## config.mk

```make
export PLATFORM = sky130hd
export DESIGN_NAME = trsq_div
export DESIGN_NICKNAME = d
export VERILOG_FILES = /design/src/trsq_pkg.sv /design/src/trsq_div.sv
export SDC_FILE = /design/constraint.sdc
export NUM_CORES = 1
export LEC_CHECK = 0
export BUFFER_PORTS_ARGS = -buffer_cell sky130_fd_sc_hd__buf_2
export CORE_MARGIN = 2
export CORE_UTILIZATION = 35
export DETAILED_ROUTE_END_ITERATION = 10
export HOLD_SLACK_MARGIN = 0.12
export PLACE_DENSITY = 0.61
export SKIP_CTS_REPAIR_TIMING = 1
export SLEW_MARGIN = 20
export SYNTH_ARGS = -nofsm -noshare
export SYNTH_HDL_FRONTEND = slang
export SYNTH_SLANG_ARGS = --single-unit
```

## constraint.sdc

```tcl
create_clock -name clk_i -period 2.1 [get_ports clk_i]
set_clock_uncertainty 0.05 [all_clocks]
set_input_delay 0.42 -clock clk_i [delete_from_list [all_inputs] [get_ports clk_i]]
set_output_delay 0.42 -clock clk_i [all_outputs]
set_load 0.05 [all_outputs]
```

## src/trsq_pkg.sv

```systemverilog
package trsq_pkg;

  // fixed field widths
  localparam int IDX_W  = 8;   // leaf / node position
  localparam int LVL_W  = 4;   // node_level field
  localparam int VAL_W  = 40;  // stored node value, signed q24.16
  localparam int SUM_W  = 48;  // range sum, signed q32.16
  localparam int CNT_W  = 8;   // nodes used
  localparam int F_W    = 5;   // branching register
  localparam int HREG_W = 4;   // tree_height register
  localparam int ST_W   = 2;   // status field

  // default sizes of the node store
  localparam int DEF_MAX_HEIGHT = 8;
  localparam int DEF_MAX_LEAVES = 256;

  // branching clamp
  localparam logic [F_W-1:0] F_MIN = 5'd2;
  localparam logic [F_W-1:0] F_MAX = 5'd16;

  // opcodes
  localparam logic OP_WRITE = 1'b0;
  localparam logic OP_QUERY = 1'b1;

  // status codes
  localparam logic [ST_W-1:0] ST_QUERY_DONE = 2'd0;
  localparam logic [ST_W-1:0] ST_WRITE_DONE = 2'd1;
  localparam logic [ST_W-1:0] ST_REJECT     = 2'd2;

  // configuration register indexes
  localparam logic CFG_BRANCHING = 1'b0;
  localparam logic CFG_HEIGHT    = 1'b1;

  // result of the shared divider
  typedef struct packed {
    logic             done;
    logic [IDX_W-1:0] quot;
    logic [F_W-1:0]   rem;
  } div_res_t;

endpackage

```

## src/trsq_div.sv

```systemverilog
module trsq_div (
  input  logic                     clk_i,
  input  logic                     rst_ni,
  input  logic                     start_i,
  input  logic [trsq_pkg::IDX_W-1:0] dividend_i,
  input  logic [trsq_pkg::F_W-1:0]   divisor_i,
  output trsq_pkg::div_res_t       res_o
);
  import trsq_pkg::*;

  localparam int SW = $clog2(IDX_W);

  logic             running_q, running_d;
  logic             done_q, done_d;
  logic [SW-1:0]    step_q, step_d;
  logic [IDX_W-1:0] quot_q, quot_d;
  logic [F_W-1:0]   rem_q, rem_d;
  logic [F_W:0]     shifted;
  logic [F_W:0]     diff;
  logic             fits;

  // one restoring step per cycle, msb first
  always_comb begin
    shifted   = {rem_q, quot_q[IDX_W-1]};
    diff      = shifted - {1'b0, divisor_i};
    fits      = shifted >= {1'b0, divisor_i};
    running_d = running_q;
    done_d    = 1'b0;
    step_d    = step_q;
    quot_d    = quot_q;
    rem_d     = rem_q;
    if (start_i) begin
      running_d = 1'b1;
      step_d    = '0;
      quot_d    = dividend_i;
      rem_d     = '0;
    end else if (running_q) begin
      quot_d = {quot_q[IDX_W-2:0], fits};
      rem_d  = fits ? diff[F_W-1:0] : shifted[F_W-1:0];
      step_d = step_q + 1'b1;
      if (step_q == SW'(IDX_W - 1)) begin
        running_d = 1'b0;
        done_d    = 1'b1;
      end
    end
  end

  always_ff @(posedge clk_i or negedge rst_ni) begin
    if (!rst_ni) begin
      running_q <= 1'b0;
      done_q    <= 1'b0;
    end else begin
      running_q <= running_d;
      done_q    <= done_d;
    end
  end

  always_ff @(posedge clk_i) begin
    step_q <= step_d;
    quot_q <= quot_d;
    rem_q  <= rem_d;
  end

  assign res_o = '{done: done_q, quot: quot_q, rem: rem_q};

endmodule

```

# Word level (Yosys, flattened, before mapping)
# Index checks and enable logic that the tools add are counted.
[op_classes] add_sub_neg=2 multipliers=0 div_mod_pow=0 magnitude_cmp=1 n_eq_ne=1 shifts=0 mux=9 n_bitwise=0 reduce_logical=1
[op_table] operator="$mux W8" n=2
[op_table] operator="$ge A6 B5 Y1" n=1
[op_table] operator="$mux W1" n=6
[op_table] operator="$mux W5" n=1
[op_table] operator="$sub A5 B5 Y5" n=1
[op_table] operator="$add A3 B1 Y3 const B" n=1
[op_table] operator="$eq A3 B3 Y1 const B" n=1
[op_table] operator="$reduce_bool A2 Y1" n=1
[word_totals] ff_bits=18 latchBits=0 ramBits=0 rom_bits=0 out_inout_bits=14 wordCells=19 memories=0

# Logic depth before layout (Yosys ltp)
# Gate-level depths: netlist (run 1).
[logic_depth] depth_word=4 mapped_depth=8 depth_no_buf=8

# Worst setup path after synthesis (run 1)
# Ideal clock, no wire load.
[synth_timing] path_kind="register to register" startpoint="register quot_q[7]" endpoint="register rem_q[1]" setup_time_ns=0.088 t_arrival_ns=2.198 required_time_ns=1.962 setup_slack_ns=-0.236 stages_incl_launch_ff=9 n_path_buf=0 period_less_slack_ns=2.336 path_cell_list="edfxtp_1 > inv_1 > ha_1 > inv_1 > fa_1 > a211o_2 > o211ai_1 > nand3_1 > a311oi_2"
[synth_via] elab_chain_len=2
[synth_lines] item="start, declared" line_no="trsq_div.sv:16" rtl="logic [IDX_W-1:0] quot_q, quot_d;"
[synth_lines] item="start signal, assigned" line_no="trsq_div.sv:60" rtl="quot_q <= quot_d;"
[synth_lines] item="$sub A5 B5 Y5 / $ge A6 B5 Y1 (equally long branches)" line_no="trsq_div.sv:25, trsq_div.sv:26"
[synth_lines] item="$mux W5 (*)" line_no="trsq_div.sv:39" rtl="rem_d = fits ? diff[F_W-1:0] : shifted[F_W-1:0];"
[synth_lines] item="end signal, assigned" line_no="trsq_div.sv:61" rtl="rem_q <= rem_d;"
[synth_lines] item="end, declared" line_no="trsq_div.sv:17" rtl="logic [F_W-1:0] rem_q, rem_d;"
# Every way passes the cells marked *; elsewhere a longest branch is shown, timed or not.
# A chain may end at the register's enable or synchronous reset.

# Final worst setup path (run 1)
# Ends and elaborated chain as after synthesis.

==> metrics, run 1 <==
grt total ovfl=0; Cells after Synth=95; Final HPWL DP=~1.6 mm; largest family of logic cells by synthesized area=compound AO/OA/AOI/OAI gates; GP Congestion=between 0.8 and 0.9; Synth Area in Compound Gates=0.167; total global-route track usage=0.131; CTS tree=built; count of different cell masters after synthesis=39; Rows=19; Die W=58.4 um; MaxCap Viol Count=0; Sw Ratio=0.456; DR pass1 iterations=4; ys async rst share=0.111; xor and xnor area share after synthesis=0.0169; sequential share of the synthesized area=0.435; Worst setup EP type=flip-flop; internal power=roughly 810 uW; final period utilization=0.980; Synth top area share=0.232; crit start category=flip-flop; syn_area_per_cell=around 11 um^2; Highest Clock Rate=approximately 0.49 GHz; Min-Delay Path Class=in -> reg; Syn. warnings=0; die footprint=around 3400 um^2; sequential power share=0.348; Cell Count, Final, Fillers Out=160; Worst VDD drop=~0.74 mV; minimum clock period=2060 ps; DR vias=between 800 and 900; simple-gate portion of the synthesized area=0.110; min setup slack post-route=between 40 and 50 ps; vias in the first global route=797; port bufs=29; Yosys top cell by area=edfxtp_1; CTS max path bufs=2; Layout Area Growth over Synthesis=22.3%; Die H=58.4 um; Placed Cells incl. Taps=153; Detailed Route Iter0 Violations=43; final-report setup violation count=0; first-pass GRT wire length=between 3 and 4 mm; Root Buffer=clkbuf_4; slowest CP cell=edfxtp_1; Reg clk slew, reported paths=approximately 110 ps; EDFF count, synth=8; combinational power share=0.535; max-slew violations=0; Avg WL per Cell=roughly 13 um; pin count of the biggest net entering global routing=18; mux cell area share after synthesis=0.0954; worst slew pin tran=~470 ps; Starting Density=0.372; WS Path Type=reg -> reg; Synth Cell Area=~1000 um^2; total power=roughly 1500 uW; Largest stage delay, worst path=430 ps; H-tree depth=1; DP Area=roughly 1200 um^2; post-route cell area=about 1300 um^2; Syn Nets=about 120; largest cells by area after synthesis=edfxtp_1 23%, dfxtp_1 15%, ha_1 8.5%; Routed WL=2.13 mm; total power divided by cell area=roughly 1200 nW/um^2; status=complete, no violations; vias per cell=roughly 5.3; Post-Synth Adder-Cell Area=0.104; remaining antenna violation count after routing=0; # clock sinks=18; total CTS buffers=3; antenna diode count=0; unrepaired setup endpoints after global routing=yes; initial antenna violation count=0; Clock Latency Late Sink=roughly 290 ps; Buf+Inv Stages, Crit Path=2; Max-Slew Margin vs Limit=0.687; Synth Register Bits=18; P_leak=0.000602 uW; Final #Nets=roughly 150; power share of the clock group=0.116; WP data required=2250 ps; I/O pin total=30; CP cell instances=inv_2 -> ha_4 -> inv_2 -> fa_2 -> a211o_2 -> o211ai_1 -> nand3_1 -> a311oi_2; core footprint=2780 um^2; arrival time worst endpoint=roughly 2200 ps; Fill cells=approximately 270; DRC viols=0; CP max FO=4; Most used DFF post-synth=edfxtp_1; fin util=0.456; share of cells above drive strength 1=0.419; Crit path max-delay family=compound AO/OA/AOI/OAI gates; Post-Place Setup Slack=-28.4 ps; Most common cell on crit path=inv_2; final hold violation count=0; NetSw=between 600 and 700 uW
final timing paths:
kind / start / endpoint / slack (ps) / cells after the start
hold reg to reg: rem_q[3] / rem_q[3] / 470 / 2
setup reg to reg: quot_q[7] / rem_q[1] / 40 / 8
setup / recovery: quot_q[7] / rem_q[1] / 40 / 8
min in group asynchronous: rst_ni / done_q / 390 / 2
hold / removal: dividend_i[6] / quot_q[6] / 380 / 2
max in group asynchronous: rst_ni / running_q / 1520 / 2
worst register-to-register path, delay by kind of cell (launching register included):
family                   cells  cell delay (ps)
flip-flops                   1              430
AND/OR/NAND/NOR              1              150
buffers and inverters        2              130
AO/OA/AOI/OAI                3              750
adder cells (fa/ha/maj)      2              460
layout by cell type (no fill, tap or decap), types with 3 or more instances in the layout:
cell	n
buf_2	29
edfxtp_1	8
nand3_1	3
ha_1	6
buf_4	4
nor2_1	7
nand2_1	4
clkbuf_4	3
inv_1	9
a21oi_1	3
dfxtp_1	8
mux2_2	7
metrics by stage:
stage          hold slack, ps  TNS [ps]
5_1_grt                   365     -41.2
4_1_cts                  -159     -59.9
6_report                  377         0
3_5_place_dp              157     -33.0
2_1_floorplan            74.4      -462
3_3_place_gp              156         0
state kept, by name, summed over array words and instances, names as in the netlist:
signal and flops:
done_q 1, quot_q 8, rem_q 5, running_q 1, step_q 3
cells in the mapped netlist, types with 2 or more instances:
master / instances
inv_1: 11
dfxtp_1: 8
edfxtp_1: 8
ha_1: 7
mux2_2: 7
nor2_1: 7
nand2_1: 4
a21oi_1: 3
nand3_1: 3
a311oi_1: 2
a311oi_2: 2
buf_6: 2
dfrtp_1: 2
mux2i_1: 2
nand4_1: 2
o211ai_1: 2
per-layer routing:
metal  GRT usage  share of wire  up-vias
li1            -              -      417
met1       0.177           0.48      405
met2       0.218           0.46       23
met3      0.0154          0.056        2
met5           0              0        -
met4      0.0399         0.0023        0
power by group through the flow:
stage | Sequential (uW) | Combinational (uW) | Clock (uW)
finish | 517 | 794 | 173
global route | 531 | 860 | 196
CTS | 518 | 778 | 180
detailed placement | 526 | 771 | 0
global placement | 521 | 765 | 0
floorplan | 745 | 361 | 0
cell families (layout without fill, tap and decap cells):
logic type	count (synthesis)	count (layout)
AND/OR/NAND/NOR	22	22
AO/OA/AOI/OAI	21	21
flip-flops	18	18
buffers and inverters	15	49
multiplexers	9	9
adder cells (fa/ha/maj)	8	8
XOR/XNOR	2	2
cell type report:
class	count	area, um^2	area share
multi-input combinational	62	526	0.415
sequential	18	450	0.355
timing repair buffer	34	185	0.146
inverter	11	41.3	0.0326
tap	31	38.8	0.0306
clock buffer	3	22.5	0.0178
clock inverter	1	3.75	0.00296
(Power assumes the default switching activity.)
==> run 2, diff against run 1 <==
--- a/config.mk
+++ b/config.mk
@@ -10,7 +10,9 @@
 export CORE_UTILIZATION = 35
 export DETAILED_ROUTE_END_ITERATION = 10
 export HOLD_SLACK_MARGIN = 0.12
+export MAX_ROUTING_LAYER = met4
 export PLACE_DENSITY = 0.61
+export RECOVER_POWER = 50
 export SKIP_CTS_REPAIR_TIMING = 1
 export SLEW_MARGIN = 20
 export SYNTH_ARGS = -nofsm -noshare
==> metrics, run 2 (synthesis gave the netlist of run 1 again) <==
status=complete, no violations (unchanged); Top Registers=quot_q: 8 flops, rem_q: 5 flops, step_q: 3 flops (unchanged); FF-to-FF Start=quot_q[7] (unchanged); vias per cell=5.34 (was 5.29); Starting Density=0.372 (unchanged); core footprint=2780 um^2 (unchanged); most frequent cells in the layout=22 x buf_2, 9 x inv_1, 8 x edfxtp_1, 8 x dfxtp_1 (was 29 x buf_2, 9 x inv_1, 8 x edfxtp_1, 8 x dfxtp_1); crit start category=flip-flop (unchanged); Fill cells=273 (was 271); worst slew pin tran=598 ps (was 468 ps); Setup TNS Final=0 ps (unchanged); Avg WL per Cell=13.3 um (about the same); H-tree depth=1 (unchanged); die footprint=3410 um^2 (unchanged); Clock Latency Late Sink=290 ps (about the same); Die H=58.4 um (unchanged); met3 wire len=122 um (was 119 um); Most common cell on crit path=inv_2 (unchanged); Buf+Inv Stages, Crit Path=2 (unchanged); cell depth of the worst setup path=8 (unchanged); CTS tree=built (unchanged); initial antenna violation count=0 (unchanged); minimum clock period=2060 ps (about the same); Detailed Route Iter0 Violations=40 (was 43); total power divided by cell area=1170 nW/um^2 (about the same); Routed WL=2.13 mm (about the same); Highest Clock Rate=0.486 GHz (about the same); unrepaired setup endpoints after global routing=yes (unchanged); Worst R2R Path Depth=8 (unchanged); Die W=58.4 um (unchanged); CP cell instances=inv_2 -> ha_4 -> inv_2 -> fa_2 -> a211o_2 -> o211ai_1 -> nand3_1 -> a311oi_2 (unchanged); CP Capture Point=rem_q[1] (unchanged); R2R Setup Slk=40 ps (about the same); Reg clk slew, reported paths=100 ps (was 110 ps); DRC viols=0 (unchanged); Worst setup EP type=flip-flop (unchanged); post-route cell area=1260 um^2 (was 1270 um^2); final hold violation count=0 (unchanged); RR Endpoint=rem_q[1] (unchanged); # clock sinks=18 (unchanged); commonest non-fill, non-tap cell in the layout=buf_2 (unchanged); final period utilization=0.980 (about the same); pin count of the biggest net entering global routing=18 (unchanged); final-report setup violation count=0 (unchanged); first-pass GRT wire length=3.48 mm (was 3.51 mm); WP data required=2250 ps (about the same); DR pass1 iterations=4 (unchanged); slowest CP cell=edfxtp_1 (unchanged); I/O pin total=30 (unchanged); vias in the first global route=804 (was 797); total CTS buffers=3 (unchanged); WS Path Type=reg -> reg (unchanged); MaxCap Viol Count=0 (unchanged); port bufs=29 (unchanged); Crit path max-delay family=compound AO/OA/AOI/OAI gates (unchanged); remaining antenna violation count after routing=0 (unchanged); Worst VDD drop=0.742 mV (about the same); DP Area=1200 um^2 (unchanged); DR vias=855 (was 847); share of cells above drive strength 1=0.364 (was 0.419); P_leak=0.000581 uW (was 0.000602 uW); CP Launch Point=quot_q[7] (unchanged); Root Buffer=clkbuf_4 (unchanged); Min-Delay Path Class=in -> reg (unchanged); Max-Slew Margin vs Limit=0.603 (was 0.687); Placed Cells incl. Taps=153 (unchanged); total global-route track usage=0.134 (was 0.131); fin util=0.453 (was 0.456); CTS max path bufs=2 (unchanged); Cell Count, Final, Fillers Out=160 (unchanged); Reg with most FFs=quot_q (unchanged); grt total ovfl=0 (unchanged); arrival time worst endpoint=2210 ps (about the same); M1 wire length=1.01 mm (was 1.02 mm); max-slew violations=0 (unchanged); Layout Area Growth over Synthesis=21.5% (was 22.3%); CP max FO=4 (unchanged); Final HPWL DP=1.63 mm (unchanged); Largest stage delay, worst path=430 ps (about the same); max FFs per register=8 (unchanged); antenna diode count=0 (unchanged); Final #Nets=154 (unchanged); Rows=19 (unchanged); GP Congestion=0.840 (was 0.827); Top Layer Used=met4 (unchanged); WL met2=995 um (was 981 um)
[run 2: changes by cell type in the layout (fill, tap and decap cells not counted), sizes merged]
cell / delta
buf: -7
clkbuf: +7
[run 2: area by class of cell]
cell class | count | area, um^2 | area share
clock buffers | 3 | 22.5 | 0.0179
flip-flops and latches | 18 | 450 | 0.358
repair buffers | 34 | 176 | 0.140
well taps | 31 | 38.8 | 0.0308
multi-input cells | 62 | 526 | 0.417
inverters | 11 | 41.3 | 0.0328
clock inverters | 1 | 3.75 | 0.00298
[run 2: worst min-delay path by stage]
stage | startpoint | endpoint | slack [ps] | cells after the start
floorplan | rst_ni | done_q | 70 | 0
global placement | rst_ni | done_q | 160 | 1
detailed placement | rst_ni | done_q | 160 | 1
CTS | rst_ni | done_q | -160 | 1
global route | dividend_i[7] | quot_q[7] | 370 | 2
finish | dividend_i[6] | quot_q[6] | 380 | 2
[run 2: stage by stage]
step                      hold slack [ps]  total power (uW)  setup WS (ps)
after detailed placement              157              1300          -28.4
after global routing                  368              1580          -36.4
final                                 382              1480           42.1
after CTS                            -159              1470          -33.3
after global placement                156              1290           12.3
after floorplan                      74.4              1110           -135
[run 2: layer usage]
layer	vias to the layer above	track usage
met5	-	-
met4	0	0.0399
met2	25	0.222
met1	408	0.172
met3	2	0.0154
li1	420	-
[run 2: power breakdown]
group          switching, uW  internal, uW
clock                    101          69.0
sequential              71.6           447
combinational            504           285
total                    677           801
[run 2: worst reg2reg max path, stage by stage (launching register included)]
cell and delay [ps]:
edfxtp_1 430, inv_2 100, ha_4 130, inv_2 30, fa_2 330, a211o_2 310, o211ai_1 170, nand3_1 150
a311oi_2 270
